[src/rtl/core/ihhk_pkg.sv]
package ihhk_pkg;

    // Field widths of the item and result channels.
    localparam int KEY_BITS  = 8;
    localparam int TAG_BITS  = 16;
    localparam int ACT_BITS  = 2;
    localparam int STAT_BITS = 3;
    localparam int CFG_BITS  = 7;

    // Every key value has its own presence bit and its own tag slot.
    localparam int KEY_SPAN = 1 << KEY_BITS;

    // Capacity register value after reset.
    localparam logic [CFG_BITS-1:0] CFG_RESET = 7'd64;

    // Action codes.
    localparam logic [ACT_BITS-1:0] ACT_INSERT = 2'd0;
    localparam logic [ACT_BITS-1:0] ACT_HALVE  = 2'd1;
    localparam logic [ACT_BITS-1:0] ACT_REMOVE = 2'd2;

    // Status codes.
    localparam logic [STAT_BITS-1:0] ST_OK           = 3'd0;
    localparam logic [STAT_BITS-1:0] ST_FULL         = 3'd1;
    localparam logic [STAT_BITS-1:0] ST_EMPTY        = 3'd2;
    localparam logic [STAT_BITS-1:0] ST_KEY_PRESENT  = 3'd3;
    localparam logic [STAT_BITS-1:0] ST_KEY_ABSENT   = 3'd4;
    localparam logic [STAT_BITS-1:0] ST_HALF_PRESENT = 3'd5;

    // Operation broadcast to every cell of the sorted chain.
    typedef enum logic [1:0] {
        CELL_HOLD,
        CELL_INSERT,
        CELL_HALVE,
        CELL_SHIFT_OUT
    } t_cell_op;

    // key_a is the key that enters the chain, key_b the key that leaves it
    // on a halve.
    typedef struct packed {
        t_cell_op            op;
        logic [KEY_BITS-1:0] key_a;
        logic [KEY_BITS-1:0] key_b;
    } t_cell_cmd;

endpackage

[src/rtl/core/ihhk_cell.sv]
module ihhk_cell (
    input  logic                          i_clk,
    input  logic                          i_rst_n,
    input  ihhk_pkg::t_cell_cmd           i_cmd,
    input  logic [ihhk_pkg::KEY_BITS-1:0] i_prev_key,
    input  logic                          i_prev_valid,
    input  logic                          i_prev_move,
    input  logic [ihhk_pkg::KEY_BITS-1:0] i_next_key,
    input  logic                          i_next_valid,
    output logic [ihhk_pkg::KEY_BITS-1:0] o_key,
    output logic                          o_valid,
    output logic                          o_move
);
    import ihhk_pkg::*;

    logic [KEY_BITS-1:0] r_key;
    logic                r_valid;
    logic [KEY_BITS-1:0] n_key;
    logic                n_valid;
    logic                above_a;
    logic                in_halve_span;

    // The chain stays sorted ascending with empty cells at the far end, so
    // a cell at or beyond the entry point of key_a is empty or holds more.
    assign above_a       = r_key > i_cmd.key_a;
    assign o_move        = !r_valid || above_a;
    assign in_halve_span = r_valid && above_a && (r_key <= i_cmd.key_b);

    // Next content: keep, take from the lower neighbor, take the new key,
    // or take from the upper neighbor when the smallest entry leaves.
    always_comb begin
        n_key   = r_key;
        n_valid = r_valid;
        case (i_cmd.op)
            CELL_INSERT: begin
                if (o_move) begin
                    if (i_prev_move) begin
                        n_key   = i_prev_key;
                        n_valid = i_prev_valid;
                    end else begin
                        n_key   = i_cmd.key_a;
                        n_valid = 1'b1;
                    end
                end
            end
            CELL_HALVE: begin
                // Entries between the halved key and the old key move up one
                // place; the old key is overwritten along the way.
                if (in_halve_span) begin
                    n_key = i_prev_move ? i_prev_key : i_cmd.key_a;
                end
            end
            CELL_SHIFT_OUT: begin
                n_key   = i_next_key;
                n_valid = i_next_valid;
            end
            default: begin
                n_key   = r_key;
                n_valid = r_valid;
            end
        endcase
    end

    always_ff @(posedge i_clk) begin
        if (!i_rst_n) begin
            r_valid <= 1'b0;
        end else begin
            r_valid <= n_valid;
        end
    end

    always_ff @(posedge i_clk) begin
        r_key <= n_key;
    end

    assign o_key   = r_key;
    assign o_valid = r_valid;

endmodule

[config.mk]
export PLATFORM = sky130hd
export DESIGN_NAME = ihhk_cell
export DESIGN_NICKNAME = d
export VERILOG_FILES = /design/src/rtl/core/ihhk_pkg.sv /design/src/rtl/core/ihhk_cell.sv
export SDC_FILE = /design/constraint.sdc
export NUM_CORES = 1
export LEC_CHECK = 0
export BUFFER_PORTS_ARGS = -buffer_cell sky130_fd_sc_hd__buf_2
export CAP_MARGIN = 20
export CORE_MARGIN = 5
export CORE_UTILIZATION = 40
export DETAILED_ROUTE_END_ITERATION = 8
export GPL_ROUTABILITY_DRIVEN = 1
export PLACE_DENSITY = 0.72
export SLEW_MARGIN = 30
export SYNTH_ARGS = -nofsm -noshare
export SYNTH_HDL_FRONTEND = slang
export SYNTH_SLANG_ARGS = --single-unit
export TNS_END_PERCENT = 5
[constraint.sdc]
create_clock -name i_clk -period 4.4 [get_ports i_clk]
set_clock_uncertainty 0.15 [all_clocks]
set_input_delay 0.88 -clock i_clk [delete_from_list [all_inputs] [get_ports i_clk]]
set_output_delay 0.88 -clock i_clk [all_outputs]
set_load 0.02 [all_outputs]
==> results of run 1 <==
==> through the flow <==
stage | util (%) | setup WS [ps] | instance area [sq um] | hold slack [ps]
after floorplan | - | 1470 | 923 | 593
after global placement | 53.4 | 1250 | 1180 | 525
after detailed placement | 53.4 | 1230 | 1180 | 556
after CTS | 54.6 | 1230 | 1210 | 566
after global routing | 54.6 | 1100 | 1210 | 631
final | 54.6 | 1230 | 1210 | 561
==> cells in the mapped netlist <==
cell / instances
nor4_1: 1
nand4_2: 1
mux2i_1: 8
a21o_1: 2
o21a_1: 1
nand2b_1: 2
o211ai_1: 1
inv_1: 16
nand3_1: 2
o41ai_2: 1
o21ai_1: 9
nor2b_1: 1
nand2_1: 10
o311ai_1: 1
buf_4: 1
a21oi_2: 1
a21oi_1: 4
ha_1: 16
nor2_4: 1
and2_1: 1
o21ai_0: 3
edfxtp_1: 8
dfxtp_1: 1
nor2_1: 2
inv_2: 1
o2111ai_1: 1
a211oi_2: 1
nand4_1: 3
a211oi_1: 1
buf_2: 2
==> cell type report <==
type                            count  area share (%)
Timing Repair Buffer               48            19.9
Inverter                           17            5.28
Clock buffer                        4            2.18
Sequential cell                     9            21.6
Multi-Input combinational cell     74            48.2
Tap cell                           28            2.90
==> cells by family after synthesis <==
logic type,synth area share [%]
AOI/OAI and AO/OA,18.7
adders and majority gates,21.7
buffers and inverters,8.81
DFF,28.2
muxes,8.67
and+or+nand+nor,14.0
==> metal layers <==
layer,part of all wire [%],global-route usage [%],vias up,wire length [microns]
li1,-,-,469,-
met1,39,16.6,396,905
met2,53,26.8,26,1210
met3,7.2,3.34,2,166
met4,0.52,5.96,0,12
met5,0,0,-,0
==> power breakdown <==
group / internal [mW] / leakage [nW] / switching [mW] / total, mW
Combinational: 0.0492 / 0.537 / 0.0624 / 0.112
Sequential: 0.104 / 0.0871 / 0.00657 / 0.111
Clock: 0.0350 / 0.0150 / 0.0331 / 0.0681
Total: 0.188 / 0.640 / 0.102 / 0.290
==> registers in the layout, summed over array words and instances, names as in the netlist <==
name	count
o_key	8
o_valid	1
==> worst min-delay path: stages, from the launching register on <==
cell and delay [ps]:
dfxtp_1 340, inv_1 110, nor4_1 60, o21a_1 160
==> how the worst min path moves through the flow <==
| stage | startpoint | to | slack (ps) | cells past startpoint |
|---|---|---|---|---|
| final | o_valid$_SDFFE_PN0P_ | o_valid$_SDFFE_PN0P_ | 560 | 3 |
| after global routing | o_valid$_SDFFE_PN0P_ | o_valid$_SDFFE_PN0P_ | 630 | 3 |
| after CTS | o_valid$_SDFFE_PN0P_ | o_valid$_SDFFE_PN0P_ | 570 | 3 |
| after detailed placement | o_valid$_SDFFE_PN0P_ | o_valid$_SDFFE_PN0P_ | 560 | 3 |
| after global placement | o_valid$_SDFFE_PN0P_ | o_valid$_SDFFE_PN0P_ | 530 | 3 |
| after floorplan | o_valid$_SDFFE_PN0P_ | o_valid$_SDFFE_PN0P_ | 590 | 3 |
==> layout by cell type (no fill, tap or decap), types with 2 or more instances in the layout <==
cell	synthesis	final
nor2_1	2	2
ha_1	16	16
a21oi_1	4	4
mux2i_1	8	8
o21ai_1	9	9
nand2_1	10	10
nand4_1	3	3
nand3_1	2	2
a21o_1	2	2
inv_1	16	16
nand2b_1	2	2
o21ai_0	3	3
clkbuf_4	0	3
buf_2	2	48
edfxtp_1	8	8
==> impl_metrics.py, run 1 <==
metrics = {
    "worst_setup_path": {
        "setup.worst_path.start": "i_cmd[15]",
        "arrival_ps": 2140,
        "cp-end-kind": "output pin",
        "crit_path_end": "o_move",
        "crit_buf_inv": 3,
        "crit_slowest_cell": "a211oi_2",
        "r2r_cells": 5,
        "timing.rr.start": "o_key[7]$_DFFE_PP_",
        "reg2reg_slack_ps": 1830,
        "r2r-end": "o_key[4]$_DFFE_PP_",
        "crit_cells": 8,
        "crit_top_cell": "buf_2",
        "path_class": "in2out",
        "cp.required_ps": 3370,
        "cp_max_fo": 3,
        "critPathMaxStageDelay_ps": 330,
        "crit_chain": "buf_2 -> inv_1 -> ha_1 -> nand4_2 -> a211oi_2 -> nor2_1 -> nand2_1 -> buf_2",
        "cp-start-kind": "input pin",
        "cpLargestDelayFamily": "simple AND/OR/NAND/NOR gates",
    },
    "drt": {
        "drtAntennaViolNets": 0,
        "dr.pass1.iters": 4,
        "detail_route.wirelength_microns": 2300,
        "wire_per_inst_microns": 12.8,
        "drtIter0Drc": 15,
        "vias": 893,
        "avgViaCountPerCell": 4.96,
        "drc_errors": 0,
    },
    "grt": {
        "grt_overflow": 0,
        "antenna_found_initial": 0,
        "grt_max_degree": 17,
        "grt_pass1_vias": 897,
        "grt_pass1_wl_microns": 3830,
        "grtUsageTotal_pct": 14.8,
    },
    "power_and_ir_drop": {
        "p_total_uw": 290,
        "p_leak_nw": 0.640,
        "ir_worst_vdd_mv": 0.145,
        "cellPowerDensity_nw_per_um2": 240,
    },
    "place": {
        "io_buffers": 48,
        "post-dp-hpwl_microns": 1960,
        "dpl.cell_count": 176,
        "gp_congestion": 0.779,
    },
    "cells_and_area": {
        "fillerInstances": 211,
        "antenna_cells": 0,
        "drive_gt1_share_pct": 37.5,
        "instances_no_fill": 180,
        "area_growth_pct": 30.8,
        "multi_input_area_sq_um": 582,
        "seqCellArea_sq_um": 260,
        "fin_nets": 208,
    },
    "floorplan": {
        "start_util_pct": 41.7,
        "die_h_microns": 58.0,
        "die_w_microns": 58.0,
        "dieArea_sq_um": 3370,
        "fp.coreArea_sq_um": 2210,
        "rows": 17,
        "io_pins": 49,
    },
    "status": {
        "status": "completed",
    },
    "cts": {
        "postCtsHoldBufs": 0,
        "cts_made_buffers": 3,
        "h-tree-depth": 1,
        "cts.path.max_buffers": 2,
        "clock_sinks": 9,
        "cts_tree": "done",
        "postCtsResizedCells": 0,
        "clkTransAtPathRegs_ps": 70,
        "cts_setup_buffers": 0,
        "cts_root_buf": "clkbuf_4",
        "clk_latency_ps": 260,
    },
    "sta": {
        "setup_viol": 0,
        "slew_viol_final": 0,
        "finalSetupTns_ps": 0,
        "hold_viol": 0,
        "fin_crit_sh_pct": 72.1,
        "fin_crit_ps": 3170,
        "worstMarginPinSlew_ps": 817,
        "rsz0062_at_grt": "false",
        "relSlewSlack_pct": 45.2,
        "max_freq_mhz": 315,
    },
    "yosys": {
        "synthesis.instances": 103,
        "synth_nets": 158,
        "synth_top_area_share_pct": 26.0,
        "synth.avg_cell_area_sq_um": 8.96,
        "syn_area_sq_um": 923,
        "yosysSeqAreaShare_pct": 28.2,
        "synth.distinct_cells": 30,
        "synth_top_cell_by_area": "edfxtp_1",
        "synthTopCellsByArea": "edfxtp_1 26%, ha_1 22%, mux2i_1 8.7%",
        "ys_warn_count": 0,
        "ys_seq_elements": 9,
    },
    "flow_run": {
        "drv_cap": 0,
    },
    "worst_hold_path": {
        "hold_path_class": "reg2reg",
    },
}
Note: power is estimated with default switching activity, not from simulation.
==> run 2, diff against run 1 <==
Settings changed: PLACE_DENSITY 0.72 to 0.75.
Clock period 4.4 ns to 2.68 ns, I/O delays scaled along.
==> impl_metrics.py, run 2 (synthesis results as in run 1) <==
metrics = {
    "worst_setup_path": {
        "timing.rr.start": "o_key[1]$_DFFE_PP_",
        "cp_max_fo": 3,
        "cpLargestDelayFamily": "simple AND/OR/NAND/NOR gates",
        "crit_buf_inv": 1,
        "reg2reg_slack_ps": 490,
        "cp-end-kind": "output pin",
        "crit_slowest_cell": "edfxtp_1",
        "crit_path_end": "o_move",
        "critPathMaxStageDelay_ps": 440,
        "arrival_ps": 1830,
        "crit_cells": 7,
        "setup.worst_path.start": "o_key[7]$_DFFE_PP_",
        "cp-start-kind": "register",
        "r2r-end": "o_key[0]$_DFFE_PP_",
        "crit_chain": "ha_1 -> nand4_2 -> nor2_4 -> a21oi_2 -> nor2_1 -> nand2_1 -> buf_2",
        "r2r_cells": 8,
        "cp.required_ps": 1990,
        "path_class": "reg2out",
    },
    "cells_and_area": {
        "drive_gt1_share_pct": 38.3,
        "antenna_cells": 0,
        "fin_nets": 210,
        "largest_reg_flops": 8,
        "area_growth_pct": 32.4,
        "fillerInstances": 212,
        "final_common_cell": "buf_2",
        "instances_no_fill": 182,
        "final_cell_mix": "48 x buf_2, 16 x inv_1, 16 x ha_1",
    },
    "sta": {
        "slew_viol_final": 0,
        "hold_viol": 0,
        "worstMarginPinSlew_ps": 516,
        "fin_crit_sh_pct": 93.9,
        "finalSetupTns_ps": 0,
        "fin_crit_ps": 2520,
        "relSlewSlack_pct": 65.6,
        "setup_viol": 0,
        "rsz0062_at_grt": "false",
        "max_freq_mhz": 397,
    },
    "floorplan": {
        "io_pins": 49,
        "start_util_pct": 41.7,
        "dieArea_sq_um": 3370,
        "die_w_microns": 58.0,
        "die_h_microns": 58.0,
        "rows": 17,
        "fp.coreArea_sq_um": 2210,
    },
    "cts": {
        "postCtsResizedCells": 0,
        "cts_root_buf": "clkbuf_4",
        "h-tree-depth": 1,
        "cts_tree": "done",
        "clk_latency_ps": 270,
        "clock_sinks": 9,
        "cts.path.max_buffers": 2,
        "cts_made_buffers": 3,
        "clkTransAtPathRegs_ps": 70,
    },
    "grt": {
        "antenna_found_initial": 0,
        "grt_max_degree": 17,
        "grt_pass1_vias": 898,
        "grt_pass1_wl_microns": 3550,
        "grtUsageTotal_pct": 13.5,
        "grt_overflow": 0,
    },
    "drt": {
        "detail_route.wirelength_microns": 2300,
        "vias": 926,
        "avgViaCountPerCell": 5.09,
        "drtIter0Drc": 14,
        "drtAntennaViolNets": 0,
        "dr.pass1.iters": 4,
        "drc_errors": 0,
        "wire_per_inst_microns": 12.6,
    },
    "worst_hold_path": {
        "hold_path_class": "in2reg",
    },
    "power_and_ir_drop": {
        "ir_worst_vdd_mv": 0.232,
        "cellPowerDensity_nw_per_um2": 391,
        "p_leak_nw": 0.650,
    },
    "place": {
        "post-dp-hpwl_microns": 2020,
        "gp_congestion": 0.777,
        "io_buffers": 48,
        "dpl.cell_count": 177,
    },
    "status": {
        "status": "completed",
    },
    "flow_run": {
        "drv_cap": 0,
    },
}
-- run 2: cell types whose count changed in the layout (fill, tap and decap cells not counted), sizes merged --
cell,previous run,this run
buf,48,50
-- run 2: where the power goes --
part           switching [mW]  internal (mW)
registers              0.0118          0.171
logic                   0.101         0.0824
clock network          0.0552         0.0577
-- run 2: worst reg2reg max path, delay by kind of cell, from the launching register on --
family	cells	cell delay [ps]
and+or+nand+nor	1	130
AOI/OAI and AO/OA	4	590
DFF	1	440
buffers and inverters	2	330
adders and majority gates	1	310
-- run 2: stage by stage --
stage / setup WS, ps / util, % / hold WS, ps / area [sq um] / total power [mW]
global route: 23.1 / 55.3 / 353 / 1220 / 0.508
finish: 163 / 55.3 / 323 / 1220 / 0.478
global placement: 224 / 53.7 / 522 / 1190 / 0.362
detailed placement: 179 / 53.7 / 542 / 1190 / 0.370
floorplan: 326 / - / 504 / 923 / 0.301
CTS: 76.4 / 54.9 / 326 / 1210 / 0.481
-- run 2: how the worst min path moves through the flow --
stage | from | to | slack (ps) | depth (start not counted)
2_1_floorplan | i_rst_n | o_valid$_SDFFE_PN0P_ | 500 | 1
3_3_place_gp | o_valid$_SDFFE_PN0P_ | o_valid$_SDFFE_PN0P_ | 520 | 3
3_5_place_dp | o_valid$_SDFFE_PN0P_ | o_valid$_SDFFE_PN0P_ | 540 | 3
4_1_cts | i_rst_n | o_valid$_SDFFE_PN0P_ | 330 | 2
5_1_grt | i_rst_n | o_valid$_SDFFE_PN0P_ | 350 | 2
6_report | i_rst_n | o_valid$_SDFFE_PN0P_ | 320 | 2
-- run 2: area by class of cell --
type                    instances  area (sq um)  share of cell area [%]
repair buffers                 50           255                    20.9
well taps                      28          35.0                    2.87
inverters                      17          63.8                    5.22
flip-flops and latches          9           260                    21.3
clock buffers                   4          26.3                    2.15
multi-input cells              74           582                    47.6
-- run 2: what timing repair did --
item,in CTS,in global routing
hold buffers,0,0
endpoints found under the setup margin,0,1
setup buffers,0,1
-- run 2: per-layer routing --
metal / GRT usage [%] / vias to the layer above / routed length (microns)
met1: 15.2 / 409 / 893
met4: 5.30 / 0 / 34
met2: 23.5 / 38 / 1150
met5: 0 / - / 0
li1: - / 473 / -
met3: 4.01 / 6 / 219
==> run 3, diff against run 2 <==
Settings changed: RECOVER_POWER set to 50.
==> impl_metrics.py, run 3 (synthesis results as in run 1) <==
metrics = {
    "status": {
        "status": "completed",
    },
    "cells_and_area": {
        "antenna_cells": 0,
        "largest_reg_flops": 8,
        "instances_no_fill": 182,
        "fin_util_pct": 55.0,
        "fin_area_sq_um": 1220,
        "drive_gt1_share_pct": 35.1,
        "area_growth_pct": 31.7,
        "final_cell_mix": "43 x buf_2, 16 x inv_1, 16 x ha_1",
        "final_common_cell": "buf_2",
        "fin_nets": 210,
    },
    "floorplan": {
        "io_pins": 49,
        "start_util_pct": 41.7,
        "fp.coreArea_sq_um": 2210,
        "die_w_microns": 58.0,
        "die_h_microns": 58.0,
        "dieArea_sq_um": 3370,
        "rows": 17,
    },
    "drt": {
        "wl_met2_microns": 1150,
        "detail_route.wirelength_microns": 2290,
        "dr.pass1.iters": 4,
        "top_layer_used": "met4",
        "drtIter0Drc": 13,
        "wl_met3_microns": 226,
        "avgViaCountPerCell": 5.12,
        "drtAntennaViolNets": 0,
        "drc_errors": 0,
        "wire_per_inst_microns": 12.6,
        "vias": 932,
        "drt-met1-wl_microns": 884,
    },
    "sta": {
        "fin_crit_sh_pct": 94.1,
        "worstMarginPinSlew_ps": 677,
        "rsz0062_at_grt": "false",
        "whs_ps": 324,
        "hold_viol": 0,
        "max_freq_mhz": 397,
        "fin_crit_ps": 2520,
        "setup_viol": 0,
        "finalSetupTns_ps": 0,
        "relSlewSlack_pct": 54.8,
        "setup_slack_ps": 158,
        "slew_viol_final": 0,
    },
    "power_and_ir_drop": {
        "p_leak_nw": 0.633,
        "pwr-share-clk_pct": 23.7,
        "p_total_uw": 475,
        "seqPwrFrac_pct": 38.5,
        "power_frac_comb_pct": 37.8,
        "cellPowerDensity_nw_per_um2": 390,
        "switchingPower_uw": 167,
        "ir_worst_vdd_mv": 0.231,
        "switching_share_pct": 35.1,
        "p_int_uw": 308,
    },
    "worst_setup_path": {
        "cp-start-kind": "register",
        "cp_max_fo": 3,
        "cp-end-kind": "output pin",
        "setup.worst_path.start": "o_key[7]$_DFFE_PP_",
        "arrival_ps": 1840,
        "path_class": "reg2out",
        "timing.rr.start": "o_key[7]$_DFFE_PP_",
        "cp.required_ps": 1990,
    },
    "grt": {
        "grt_pass1_vias": 898,
        "grtUsageTotal_pct": 13.5,
        "grt_max_degree": 17,
        "grt_pass1_wl_microns": 3550,
        "antenna_found_initial": 0,
        "grt_overflow": 0,
    },
    "cts": {
        "clk_latency_ps": 270,
        "cts_made_buffers": 3,
        "h-tree-depth": 1,
        "cts_tree": "done",
        "cts_setup_buffers": 0,
        "cts_root_buf": "clkbuf_4",
        "clock_sinks": 9,
        "cts.path.max_buffers": 2,
        "postCtsResizedCells": 0,
        "postCtsHoldBufs": 0,
        "clkTransAtPathRegs_ps": 70,
    },
    "place": {
        "gp_congestion": 0.777,
        "dpl.cell_count": 177,
        "dp_slack_ps": 179,
        "io_buffers": 48,
        "post-dp-hpwl_microns": 2020,
        "placed_cell_area_sq_um": 1190,
    },
    "worst_hold_path": {
        "hold_path_class": "in2reg",
        "min_from": "i_rst_n",
    },
    "flow_run": {
        "drv_cap": 0,
    },
}
[run 3: changes by cell type in the layout (fill, tap and decap cells not counted)]
cell	previous run	this run
o21ai_1	9	2
o21ai_0	3	10
and2_0	0	1
clkbuf_1	1	6
and2_1	1	0
buf_2	48	43
[run 3: critical path: stages (launching register included)]
cell and delay, ps:
edfxtp_1 450, ha_1 360, nand4_2 160, nor2_4 160, a21oi_2 60, nor2_1 150, nand2_1 70, buf_2 160
[run 3: path summary, 6_finish.rpt]
| check | to | slack, ps | cells after the start |
|---|---|---|---|
| max | o_move | 160 | 7 |
| max reg2reg | o_key[0]$_DFFE_PP_ | 490 | 8 |
| min | o_valid$_SDFFE_PN0P_ | 320 | 2 |
| min reg2reg | o_valid$_SDFFE_PN0P_ | 550 | 3 |
[run 3: layer usage]
| layer | up-vias | global-route usage [%] |
|---|---|---|
| met5 | - | 0 |
| met4 | 0 | 5.30 |
| met3 | 6 | 4.01 |
| met2 | 40 | 23.5 |
| met1 | 414 | 15.2 |
| li1 | 472 | - |
[run 3: final cells by class]
type	count	area, sq um
tap	28	35.0
fill	213	996
sequential	9	260
timing repair buffer	50	249
clock buffer	4	26.3
inverter	17	63.8
multi-input combinational	74	582
[run 3: power by group through the flow]
stage	sequential [mW]	clock [mW]	combinational, mW
2_1_floorplan	0.200	0	0.102
3_3_place_gp	0.185	0	0.176
3_5_place_dp	0.186	0	0.184
4_1_cts	0.183	0.113	0.185
5_1_grt	0.185	0.118	0.202
6_report	0.183	0.112	0.180
